**config.mk**
```make
export PLATFORM = sky130hd
export DESIGN_NAME = noise_floor_tracker_top
export DESIGN_NICKNAME = d
export VERILOG_FILES = /design/src/rtl/nft_pkg.sv /design/src/rtl/nft_store.sv /design/src/rtl/nft_select.sv /design/src/rtl/noise_floor_tracker_top.sv
export SDC_FILE = /design/constraint.sdc
export NUM_CORES = 2
export LEC_CHECK = 0
export ABC_CLOCK_PERIOD_IN_PS = 14050
export CAP_MARGIN = 20
export CORE_MARGIN = 5
export CORE_UTILIZATION = 30
export DETAILED_ROUTE_END_ITERATION = 8
export DONT_BUFFER_PORTS = 1
export GPL_TIMING_DRIVEN = 0
export PLACE_DENSITY_LB_ADDON = 0.3
export SYNTH_ARGS = -nofsm -noshare
export SYNTH_HDL_FRONTEND = slang
export SYNTH_HIERARCHICAL = 1
export SYNTH_SLANG_ARGS = --single-unit
```
**constraint.sdc**
```tcl
create_clock -name clk_i -period 14.05 [get_ports clk_i]
set_clock_uncertainty 0.2 [all_clocks]
set_input_delay 2.81 -clock clk_i [delete_from_list [all_inputs] [get_ports clk_i]]
set_output_delay 2.81 -clock clk_i [all_outputs]
set_load 0.005 [all_outputs]
```
**src/rtl/nft_pkg.sv**
```systemverilog
// Shared types and constants of the noise floor tracker.
package nft_pkg;

  localparam int unsigned LevelW = 16;
  localparam int unsigned AlphaW = 17;
  localparam int unsigned CountW = 7;
  localparam int unsigned AccW   = 32;

  localparam logic [AlphaW-1:0] QOne = 17'h10000;

  localparam logic [LevelW-1:0] MinFloorRst = 16'd0;
  localparam logic [LevelW-1:0] MaxFloorRst = 16'd65535;
  localparam logic [LevelW-1:0] SeedFloorRst = 16'd328;
  localparam logic [AlphaW-1:0] AlphaRst = 17'd655;
  localparam logic [CountW-1:0] CalCountRst = 7'd32;

  typedef enum logic {
    FUNC_OBSERVE = 1'b0,
    FUNC_RESTART = 1'b1
  } func_e;

  typedef enum logic [2:0] {
    CFG_MIN_FLOOR = 3'd0,
    CFG_MAX_FLOOR = 3'd1,
    CFG_SEED_FLOOR = 3'd2,
    CFG_EMA_ALPHA = 3'd3,
    CFG_CAL_COUNT = 3'd4
  } cfg_idx_e;

  // Status of the median selection unit toward the sequencer.
  typedef struct packed {
    logic              done;
    logic [LevelW-1:0] median;
  } sel_res_t;

endpackage

```
**src/rtl/nft_store.sv**
```systemverilog
// Frame store: one write port and two registered read ports.
module nft_store #(
  parameter int unsigned DEPTH = 64,
  parameter int unsigned AW    = 6
) (
  input  logic                      clk_i,
  input  logic                      we_i,
  input  logic [AW-1:0]             waddr_i,
  input  logic [nft_pkg::LevelW-1:0] wdata_i,
  input  logic [AW-1:0]             raddr_a_i,
  input  logic [AW-1:0]             raddr_b_i,
  output logic [nft_pkg::LevelW-1:0] rdata_a_o,
  output logic [nft_pkg::LevelW-1:0] rdata_b_o
);
  import nft_pkg::*;

  logic [LevelW-1:0] mem_q [DEPTH];
  logic [LevelW-1:0] rdata_a_q;
  logic [LevelW-1:0] rdata_b_q;

  always_ff @(posedge clk_i) begin
    if (we_i) begin
      mem_q[waddr_i] <= wdata_i;
    end
    rdata_a_q <= mem_q[raddr_a_i];
    rdata_b_q <= mem_q[raddr_b_i];
  end

  assign rdata_a_o = rdata_a_q;
  assign rdata_b_o = rdata_b_q;

endmodule

```
**src/rtl/nft_select.sv**
```systemverilog
// Median selection by rank counting with one shared comparator.
module nft_select #(
  parameter int unsigned AW    = 6,
  parameter int unsigned CNT_W = 7
) (
  input  logic                       clk_i,
  input  logic                       rst_ni,
  input  logic                       start_i,
  input  logic [CNT_W-1:0]           n_i,
  output logic [AW-1:0]              raddr_a_o,
  output logic [AW-1:0]              raddr_b_o,
  input  logic [nft_pkg::LevelW-1:0] rdata_a_i,
  input  logic [nft_pkg::LevelW-1:0] rdata_b_i,
  output nft_pkg::sel_res_t          res_o
);
  import nft_pkg::*;

  typedef enum logic [1:0] {
    SL_IDLE,
    SL_SCAN,
    SL_DECIDE
  } sl_state_e;

  sl_state_e         state_q, state_d;
  logic [CNT_W-1:0]  n_q, n_d;
  logic [CNT_W-1:0]  i_q, i_d;
  logic [CNT_W-1:0]  j_q, j_d;
  logic [CNT_W-1:0]  lt_q, lt_d;
  logic [CNT_W-1:0]  le_q, le_d;
  logic              cmp_v_q, cmp_v_d;
  logic              cmp_last_q, cmp_last_d;
  logic [LevelW-1:0] lo_q, lo_d;
  logic [LevelW-1:0] hi_q, hi_d;
  logic              done_q, done_d;
  logic [LevelW-1:0] med_q, med_d;

  logic              issue;
  logic [LevelW:0]   diff;
  logic              b_lt;
  logic              b_le;
  logic [CNT_W-1:0]  k_hi;
  logic [CNT_W-1:0]  k_lo;
  logic [LevelW:0]   mid_sum;

  assign raddr_a_o = i_q[AW-1:0];
  assign raddr_b_o = j_q[AW-1:0];

  // One subtract serves both the less-than and the equal test.
  assign diff = {1'b0, rdata_b_i} - {1'b0, rdata_a_i};
  assign b_lt = diff[LevelW];
  assign b_le = b_lt | (diff[LevelW-1:0] == '0);

  assign issue = (state_q == SL_SCAN) && (j_q != n_q);
  assign k_hi  = n_q >> 1;
  assign k_lo  = k_hi - CNT_W'(1);

  always_comb begin
    state_d    = state_q;
    n_d        = n_q;
    i_d        = i_q;
    j_d        = j_q;
    lt_d       = lt_q;
    le_d       = le_q;
    cmp_v_d    = issue;
    cmp_last_d = issue && (j_q == n_q - CNT_W'(1));
    lo_d       = lo_q;
    hi_d       = hi_q;
    done_d     = 1'b0;
    med_d      = med_q;
    mid_sum    = '0;

    if (issue) begin
      j_d = j_q + CNT_W'(1);
    end
    if (cmp_v_q) begin
      lt_d = lt_q + CNT_W'(b_lt);
      le_d = le_q + CNT_W'(b_le);
    end

    case (state_q)
      SL_IDLE: begin
        if (start_i) begin
          n_d     = n_i;
          i_d     = '0;
          j_d     = '0;
          lt_d    = '0;
          le_d    = '0;
          state_d = SL_SCAN;
        end
      end
      SL_SCAN: begin
        if (cmp_v_q && cmp_last_q) begin
          state_d = SL_DECIDE;
        end
      end
      SL_DECIDE: begin
        // The candidate is the element of rank k when k lies in [lt, le).
        if ((lt_q <= k_hi) && (k_hi < le_q)) begin
          hi_d = rdata_a_i;
        end
        if (!n_q[0] && (lt_q <= k_lo) && (k_lo < le_q)) begin
          lo_d = rdata_a_i;
        end
        lt_d = '0;
        le_d = '0;
        j_d  = '0;
        if (i_q == n_q - CNT_W'(1)) begin
          mid_sum = {1'b0, lo_d} + {1'b0, hi_d};
          med_d   = n_q[0] ? hi_d : mid_sum[LevelW:1];
          done_d  = 1'b1;
          state_d = SL_IDLE;
        end else begin
          i_d     = i_q + CNT_W'(1);
          state_d = SL_SCAN;
        end
      end
      default: state_d = SL_IDLE;
    endcase
  end

  always_ff @(posedge clk_i or negedge rst_ni) begin
    if (!rst_ni) begin
      state_q    <= SL_IDLE;
      n_q        <= '0;
      i_q        <= '0;
      j_q        <= '0;
      lt_q       <= '0;
      le_q       <= '0;
      cmp_v_q    <= 1'b0;
      cmp_last_q <= 1'b0;
      done_q     <= 1'b0;
    end else begin
      state_q    <= state_d;
      n_q        <= n_d;
      i_q        <= i_d;
      j_q        <= j_d;
      lt_q       <= lt_d;
      le_q       <= le_d;
      cmp_v_q    <= cmp_v_d;
      cmp_last_q <= cmp_last_d;
      done_q     <= done_d;
    end
  end

  always_ff @(posedge clk_i) begin
    lo_q  <= lo_d;
    hi_q  <= hi_d;
    med_q <= med_d;
  end

  assign res_o.done   = done_q;
  assign res_o.median = med_q;

endmodule

```
**src/rtl/noise_floor_tracker_top.sv**
```systemverilog
// Noise floor tracker: frame store, median calibration and EMA tracking.
// A restart, a speech frame or a gathered frame goes straight to ST_DONE; an EMA update
// steps through ST_MUL0, ST_MUL1 and ST_EMA first; a calibration waits in ST_SEL for the
// median of the n stored frames, found with the single comparator and the store's read ports.
// Throughput: one item at a time; in_stall_o stays high until its result is registered.
// Reset: floor 328, uncalibrated, store empty, registers at their reset values.
module noise_floor_tracker_top #(
  parameter int unsigned CAL_DEPTH = 64
) (
  input  logic        clk_i,
  input  logic        rst_ni,
  input  logic        cfg_we_i,
  input  logic [2:0]  cfg_index_i,
  input  logic [16:0] cfg_wdata_i,
  input  logic        in_valid_i,
  output logic        in_stall_o,
  input  logic        func_i,
  input  logic [15:0] frame_rms_i,
  input  logic        speech_active_i,
  output logic        out_valid_o,
  input  logic        out_stall_i,
  output logic [15:0] noise_floor_o,
  output logic        is_calibrated_o
);
  import nft_pkg::*;

  localparam int unsigned AW    = (CAL_DEPTH > 1) ? $clog2(CAL_DEPTH) : 1;
  localparam int unsigned CNT_W = $clog2(CAL_DEPTH + 1);
  localparam int unsigned TW    = (CNT_W > CountW) ? CNT_W : CountW;

  typedef enum logic [2:0] {
    ST_IDLE,
    ST_SEL,
    ST_MUL0,
    ST_MUL1,
    ST_EMA,
    ST_DONE
  } st_e;

  function automatic logic [LevelW-1:0] limit_floor(input logic [LevelW-1:0] v,
                                                    input logic [LevelW-1:0] lo,
                                                    input logic [LevelW-1:0] hi);
    logic [LevelW-1:0] r;
    if (v < lo) begin
      r = lo;
    end else if (v > hi) begin
      r = hi;
    end else begin
      r = v;
    end
    return r;
  endfunction

  // Configuration registers.
  logic [LevelW-1:0] min_floor_q;
  logic [LevelW-1:0] max_floor_q;
  logic [LevelW-1:0] seed_floor_q;
  logic [AlphaW-1:0] alpha_q;
  logic [CountW-1:0] cal_count_q;

  always_ff @(posedge clk_i or negedge rst_ni) begin
    if (!rst_ni) begin
      min_floor_q  <= MinFloorRst;
      max_floor_q  <= MaxFloorRst;
      seed_floor_q <= SeedFloorRst;
      alpha_q      <= AlphaRst;
      cal_count_q  <= CalCountRst;
    end else if (cfg_we_i) begin
      case (cfg_index_i)
        CFG_MIN_FLOOR:  min_floor_q  <= cfg_wdata_i[LevelW-1:0];
        CFG_MAX_FLOOR:  max_floor_q  <= cfg_wdata_i[LevelW-1:0];
        CFG_SEED_FLOOR: seed_floor_q <= cfg_wdata_i[LevelW-1:0];
        CFG_EMA_ALPHA:  alpha_q      <= cfg_wdata_i;
        CFG_CAL_COUNT:  cal_count_q  <= cfg_wdata_i[CountW-1:0];
        default: ;
      endcase
    end
  end

  st_e               state_q, state_d;
  logic [LevelW-1:0] floor_q, floor_d;
  logic              cal_q, cal_d;
  logic [CNT_W-1:0]  stored_q, stored_d;
  logic [LevelW-1:0] rms_q, rms_d;
  logic [AccW-1:0]   acc_q, acc_d;
  logic              out_valid_q, out_valid_d;
  logic [LevelW-1:0] out_floor_q, out_floor_d;
  logic              out_cal_q, out_cal_d;

  logic              in_beat;
  logic [CNT_W-1:0]  stored_inc;
  logic [TW-1:0]     target;
  logic [AlphaW-1:0] alpha_sat;
  logic [AlphaW-1:0] mul_a;
  logic [LevelW-1:0] mul_b;
  logic [AlphaW+LevelW-1:0] mul_p;
  logic              st_we;
  logic              sel_start;
  logic [AW-1:0]     raddr_a;
  logic [AW-1:0]     raddr_b;
  logic [LevelW-1:0] rdata_a;
  logic [LevelW-1:0] rdata_b;
  sel_res_t          sel_res;

  assign in_stall_o = (state_q != ST_IDLE);
  assign in_beat    = in_valid_i && !in_stall_o;

  assign stored_inc = stored_q + CNT_W'(stored_q < CNT_W'(CAL_DEPTH));
  assign target     = (TW'(cal_count_q) > TW'(CAL_DEPTH)) ? TW'(CAL_DEPTH) : TW'(cal_count_q);
  assign alpha_sat  = (alpha_q > QOne) ? QOne : alpha_q;

  assign st_we = in_beat && (func_i == FUNC_OBSERVE) && !speech_active_i && !cal_q &&
                 (stored_q < CNT_W'(CAL_DEPTH));
  assign sel_start = st_we && (TW'(stored_inc) >= target) ||
                     in_beat && (func_i == FUNC_OBSERVE) && !speech_active_i && !cal_q &&
                     (TW'(stored_inc) >= target);

  // Shared multiplier: weight of the old floor first, then of the new frame.
  always_comb begin
    mul_a = '0;
    mul_b = '0;
    case (state_q)
      ST_MUL0: begin
        mul_a = QOne - alpha_sat;
        mul_b = floor_q;
      end
      ST_MUL1: begin
        mul_a = alpha_sat;
        mul_b = rms_q;
      end
      default: ;
    endcase
  end
  assign mul_p = mul_a * mul_b;

  always_comb begin
    state_d     = state_q;
    floor_d     = floor_q;
    cal_d       = cal_q;
    stored_d    = stored_q;
    rms_d       = rms_q;
    acc_d       = acc_q;
    out_valid_d = out_valid_q && out_stall_i;
    out_floor_d = out_floor_q;
    out_cal_d   = out_cal_q;

    case (state_q)
      ST_IDLE: begin
        if (in_beat) begin
          rms_d   = frame_rms_i;
          state_d = ST_DONE;
          if (func_i == FUNC_RESTART) begin
            floor_d  = limit_floor(seed_floor_q, min_floor_q, max_floor_q);
            cal_d    = 1'b0;
            stored_d = '0;
          end else if (!speech_active_i) begin
            if (!cal_q) begin
              stored_d = stored_inc;
              if (sel_start) begin
                state_d = ST_SEL;
              end
            end else begin
              state_d = ST_MUL0;
            end
          end
        end
      end
      ST_SEL: begin
        if (sel_res.done) begin
          floor_d  = limit_floor(sel_res.median, min_floor_q, max_floor_q);
          cal_d    = 1'b1;
          stored_d = '0;
          state_d  = ST_DONE;
        end
      end
      ST_MUL0: begin
        acc_d   = mul_p[AccW-1:0];
        state_d = ST_MUL1;
      end
      ST_MUL1: begin
        acc_d   = acc_q + mul_p[AccW-1:0];
        state_d = ST_EMA;
      end
      ST_EMA: begin
        floor_d = limit_floor(acc_q[AccW-1:LevelW], min_floor_q, max_floor_q);
        state_d = ST_DONE;
      end
      ST_DONE: begin
        if (!out_valid_q || !out_stall_i) begin
          out_valid_d = 1'b1;
          out_floor_d = floor_q;
          out_cal_d   = cal_q;
          state_d     = ST_IDLE;
        end
      end
      default: state_d = ST_IDLE;
    endcase
  end

  always_ff @(posedge clk_i or negedge rst_ni) begin
    if (!rst_ni) begin
      state_q     <= ST_IDLE;
      floor_q     <= SeedFloorRst;
      cal_q       <= 1'b0;
      stored_q    <= '0;
      out_valid_q <= 1'b0;
    end else begin
      state_q     <= state_d;
      floor_q     <= floor_d;
      cal_q       <= cal_d;
      stored_q    <= stored_d;
      out_valid_q <= out_valid_d;
    end
  end

  always_ff @(posedge clk_i) begin
    rms_q       <= rms_d;
    acc_q       <= acc_d;
    out_floor_q <= out_floor_d;
    out_cal_q   <= out_cal_d;
  end

  nft_store #(
    .DEPTH(CAL_DEPTH),
    .AW   (AW)
  ) u_store (
    .clk_i    (clk_i),
    .we_i     (st_we),
    .waddr_i  (stored_q[AW-1:0]),
    .wdata_i  (frame_rms_i),
    .raddr_a_i(raddr_a),
    .raddr_b_i(raddr_b),
    .rdata_a_o(rdata_a),
    .rdata_b_o(rdata_b)
  );

  nft_select #(
    .AW   (AW),
    .CNT_W(CNT_W)
  ) u_select (
    .clk_i    (clk_i),
    .rst_ni   (rst_ni),
    .start_i  (sel_start),
    .n_i      (stored_inc),
    .raddr_a_o(raddr_a),
    .raddr_b_o(raddr_b),
    .rdata_a_i(rdata_a),
    .rdata_b_i(rdata_b),
    .res_o    (sel_res)
  );

  assign out_valid_o     = out_valid_q;
  assign noise_floor_o   = out_floor_q;
  assign is_calibrated_o = out_cal_q;

  a_restart_clears_cal : assert property (@(posedge clk_i) disable iff (!rst_ni)
    in_beat && (func_i == FUNC_RESTART) |=> !cal_q && (stored_q == '0))
    else $error("restart did not clear calibration");

  a_stored_bounded : assert property (@(posedge clk_i) disable iff (!rst_ni)
    stored_q <= CNT_W'(CAL_DEPTH))
    else $error("stored frame count beyond store depth");

  a_sel_done_in_sel : assert property (@(posedge clk_i) disable iff (!rst_ni)
    sel_res.done |-> (state_q == ST_SEL))
    else $error("median result outside calibration");

  a_cal_store_empty : assert property (@(posedge clk_i) disable iff (!rst_ni)
    cal_q |-> (stored_q == '0))
    else $error("frames held while calibrated");

endmodule

```
==> impl_metrics.json <==
{
  "fin_setup_tns_ns": 0,
  "largest_register_ffs": 1024,
  "holdCritPathClass": "reg -> reg",
  "met1_usage_grt": 0.260,
  "global_route.usage.met2": 0.315,
  "cp-start-kind": "flip-flop",
  "global_route_wire_length_before_repair_um": 377000,
  "final_net_count": 6316,
  "post_drt_wl_per_cell_um": 28.9,
  "synth.top_cell.area_share": 0.451,
  "cts.root.buffer_cell": "sky130_fd_sc_hd__clkbuf_16",
  "result_of_the_run": "finished clean",
  "dieArea_um2": 263000,
  "timing.critical_path.arrival_ns": 12.07,
  "synth.distinct_cells": 93,
  "max_freq_mhz": 85.3,
  "worst_pin_slew_ns": 1.29,
  "leakage_nw": 30.3,
  "die_w_um": 513,
  "grt_start_max_net_pins": 141,
  "synthesis.instances": 5531,
  "path_common_cell": "sky130_fd_sc_hd__fa_1",
  "synth_fp_nets": 6089,
  "max-cap-violations": 0,
  "globalRouteMet3Util": 0.0467,
  "largest_registers": "u_store/mem_q x1024, acc_q x32, alpha_q x17",
  "min_period_over_period": 0.835,
  "routed_via_density": 5.57,
  "die_height_um": 513,
  "cts.path.max_buffers": 3,
  "floorplan.initialDensity": 0.301,
  "io_buffers": 0,
  "post_synth_edffs": 1137,
  "cp_slowest_stage_delay_ns": 0.71,
  "final_period_minus_worst_setup_slack_ns": 11.73,
  "tritoncts_clock_tree": "built",
  "drive_above_1_share": 0.211,
  "areaGrowthSynthToFinish_pct": 13.6,
  "share_of_synthesized_flip_flops_with_an_asynchronous_set_or_reset": 0.107,
  "powerDensity_nw_per_um2": 101,
  "gr_ovfl_total": 0,
  "final_common_cell": "sky130_fd_sc_hd__edfxtp_1",
  "yosys_register_bits": 1309,
  "cts.repair.resized": 0,
  "drt-total-wl_um": 267000,
  "remaining_drc_errors": 0,
  "post-place-cells": 8959,
  "worstPathMaxFanout": 10,
  "synth_top_flop_cell": "sky130_fd_sc_hd__edfxtp_1",
  "timing.critical_path.to_type": "flip-flop",
  "grt_pass1_vias": 51327,
  "clkSlewWorstSetupHoldPaths_ns": 0.06,
  "dr.first_iter.drc_count": 6005,
  "critPathRequiredTime_ns": 14.39,
  "drtPass1Iterations": 7,
  "routabilityCongestion": 0.995,
  "final_cells": 9233,
  "timing.setup.critical_path_class": "reg -> reg",
  "clkLatencyLatePin_ns": 0.82,
  "holdBufCountCts": 0,
  "final_hold_viol_count": 0,
  "cts_buffers": 142,
  "floorplan.core_area_um2": 251000,
  "yosys.area.top_type": "sky130_fd_sc_hd__edfxtp_1",
  "dr_total_vias": 51459,
  "io_pins": 62,
  "grt_util_all_layers": 0.198,
  "busiest_layer_in_global_routing": "met2",
  "antenna_found_initial": 20,
  "design_area_um2": 86100,
  "grt_setup_unrepaired": "no",
  "worst_path_max_delay_cell": "sky130_fd_sc_hd__o41ai_2",
  "max-slew-margin-rel": 0.129,
  "syn_avg_cell_area_um2": 13.7,
  "most-common-layout-cells": "sky130_fd_sc_hd__edfxtp_1, sky130_fd_sc_hd__mux4_2, sky130_fd_sc_hd__nand2_1, sky130_fd_sc_hd__inv_1, sky130_fd_sc_hd__nor2_1",
  "synthesis.area_um2": 75800,
  "synth.area.top_cells": "sky130_fd_sc_hd__edfxtp_1, sky130_fd_sc_hd__mux4_2, sky130_fd_sc_hd__fa_1",
  "clkSinkCount": 1309,
  "setup_viol_count_final": 0,
  "final_antenna_net_count": 0,
  "timing_max_transition_violations_final": 0,
  "placedInstanceArea_um2": 81300,
  "hpwlAfterDp_um": 196000,
  "top_register": "u_store/mem_q",
  "power.ir.vdd_worst_v": 0.000117,
  "ys_warn_count": 6,
  "placementRows": 184,
  "cts_max_level": 4,
  "postCtsSetupRepairBufs": 0,
  "fraction_of_the_yosys_area_taken_by_sequential_cells": 0.506
}
==> layer usage <==
| metal | vias up | share of wire | wire (um) |
|---|---|---|---|
| met5 | - | 0.000086 | 23 |
| met4 | 4 | 0.048 | 12700 |
| met3 | 551 | 0.088 | 23400 |
| met2 | 2408 | 0.46 | 123000 |
| met1 | 26856 | 0.40 | 108000 |
| li1 | 21640 | - | - |
==> stage by stage <==
step                      hold slack, ns   util  setup WS (ns)  total power, mW
after floorplan                    0.238      -           3.85             4.76
after detailed placement           0.296  0.323           2.38             4.92
after global placement             0.298  0.318           1.01             4.92
final                              0.316  0.342           2.32             8.69
after global routing               0.338  0.342           1.75             9.00
after CTS                          0.318  0.342           2.35             8.76
==> critical path, delay by kind of cell (launching register included) <==
kind / cells / cell delay, ns
buffers and inverters: 4 / 0.75
muxes: 1 / 0.27
DFF: 1 / 0.44
adders and majority gates: 8 / 3.88
xor gates and xnor gates: 1 / 0.09
AOI/OAI and AO/OA: 12 / 3.43
and+or+nand+nor: 10 / 2.39
==> final cells by class <==
class	instances	area [um^2]
multi-input combinational	3540	34500
tap	3348	4190
sequential	1309	38300
antenna	10	25.0
timing repair buffer	83	1190
clock inverter	87	1010
inverter	354	1330
clock buffer	174	3710
fill	24422	165000
buffer	328	1820
==> path summary, 6_finish.rpt <==
check,start,endpoint,slack (ns),cells past startpoint
max in group asynchronous,rst_ni,u_select/j_q[5],11.81,0
worst min register to register,cal_count_q[0],cal_count_q[0],0.32,1
worst max-delay path,alpha_q[5],acc_q[27],2.32,36
worst min-delay path,cal_count_q[0],cal_count_q[0],0.32,1
min in group asynchronous,rst_ni,seed_floor_q[4],1.53,0
worst max register to register,alpha_q[5],acc_q[27],2.32,36
==> Yosys cell counts, drive strengths merged (44+ instances only) <==
master / count
a211oi: 110
a21o: 69
a21oi: 167
a31oi: 53
buf: 182
clkbuf: 146
dfrtp: 111
edfxtp: 1137
fa: 210
ha: 305
inv: 350
mux2: 227
mux2i: 174
mux4: 416
nand2: 408
nand2b: 50
nand3: 44
nor2: 378
o21ai: 201
o22ai: 72
xnor2: 74
xor2: 45
==> where the power goes <==
part | total [mW] | switching [mW] | internal (mW) | leakage, nW
Sequential | 4.33 | 0.0544 | 4.28 | 11.8
Clock | 3.83 | 1.68 | 2.15 | 2.30
Combinational | 0.530 | 0.322 | 0.208 | 16.2
==> kinds of logic after synthesis <==
logic type                 Yosys count  synth area share
xor gates and xnor gates           119            0.0139
AOI/OAI and AO/OA                  977            0.0866
buffers and inverters              682            0.0416
DFF                               1309             0.506
and+or+nand+nor                   1112            0.0657
adders and majority gates          515             0.106
muxes                              817             0.180
(Power assumes the default switching activity.)
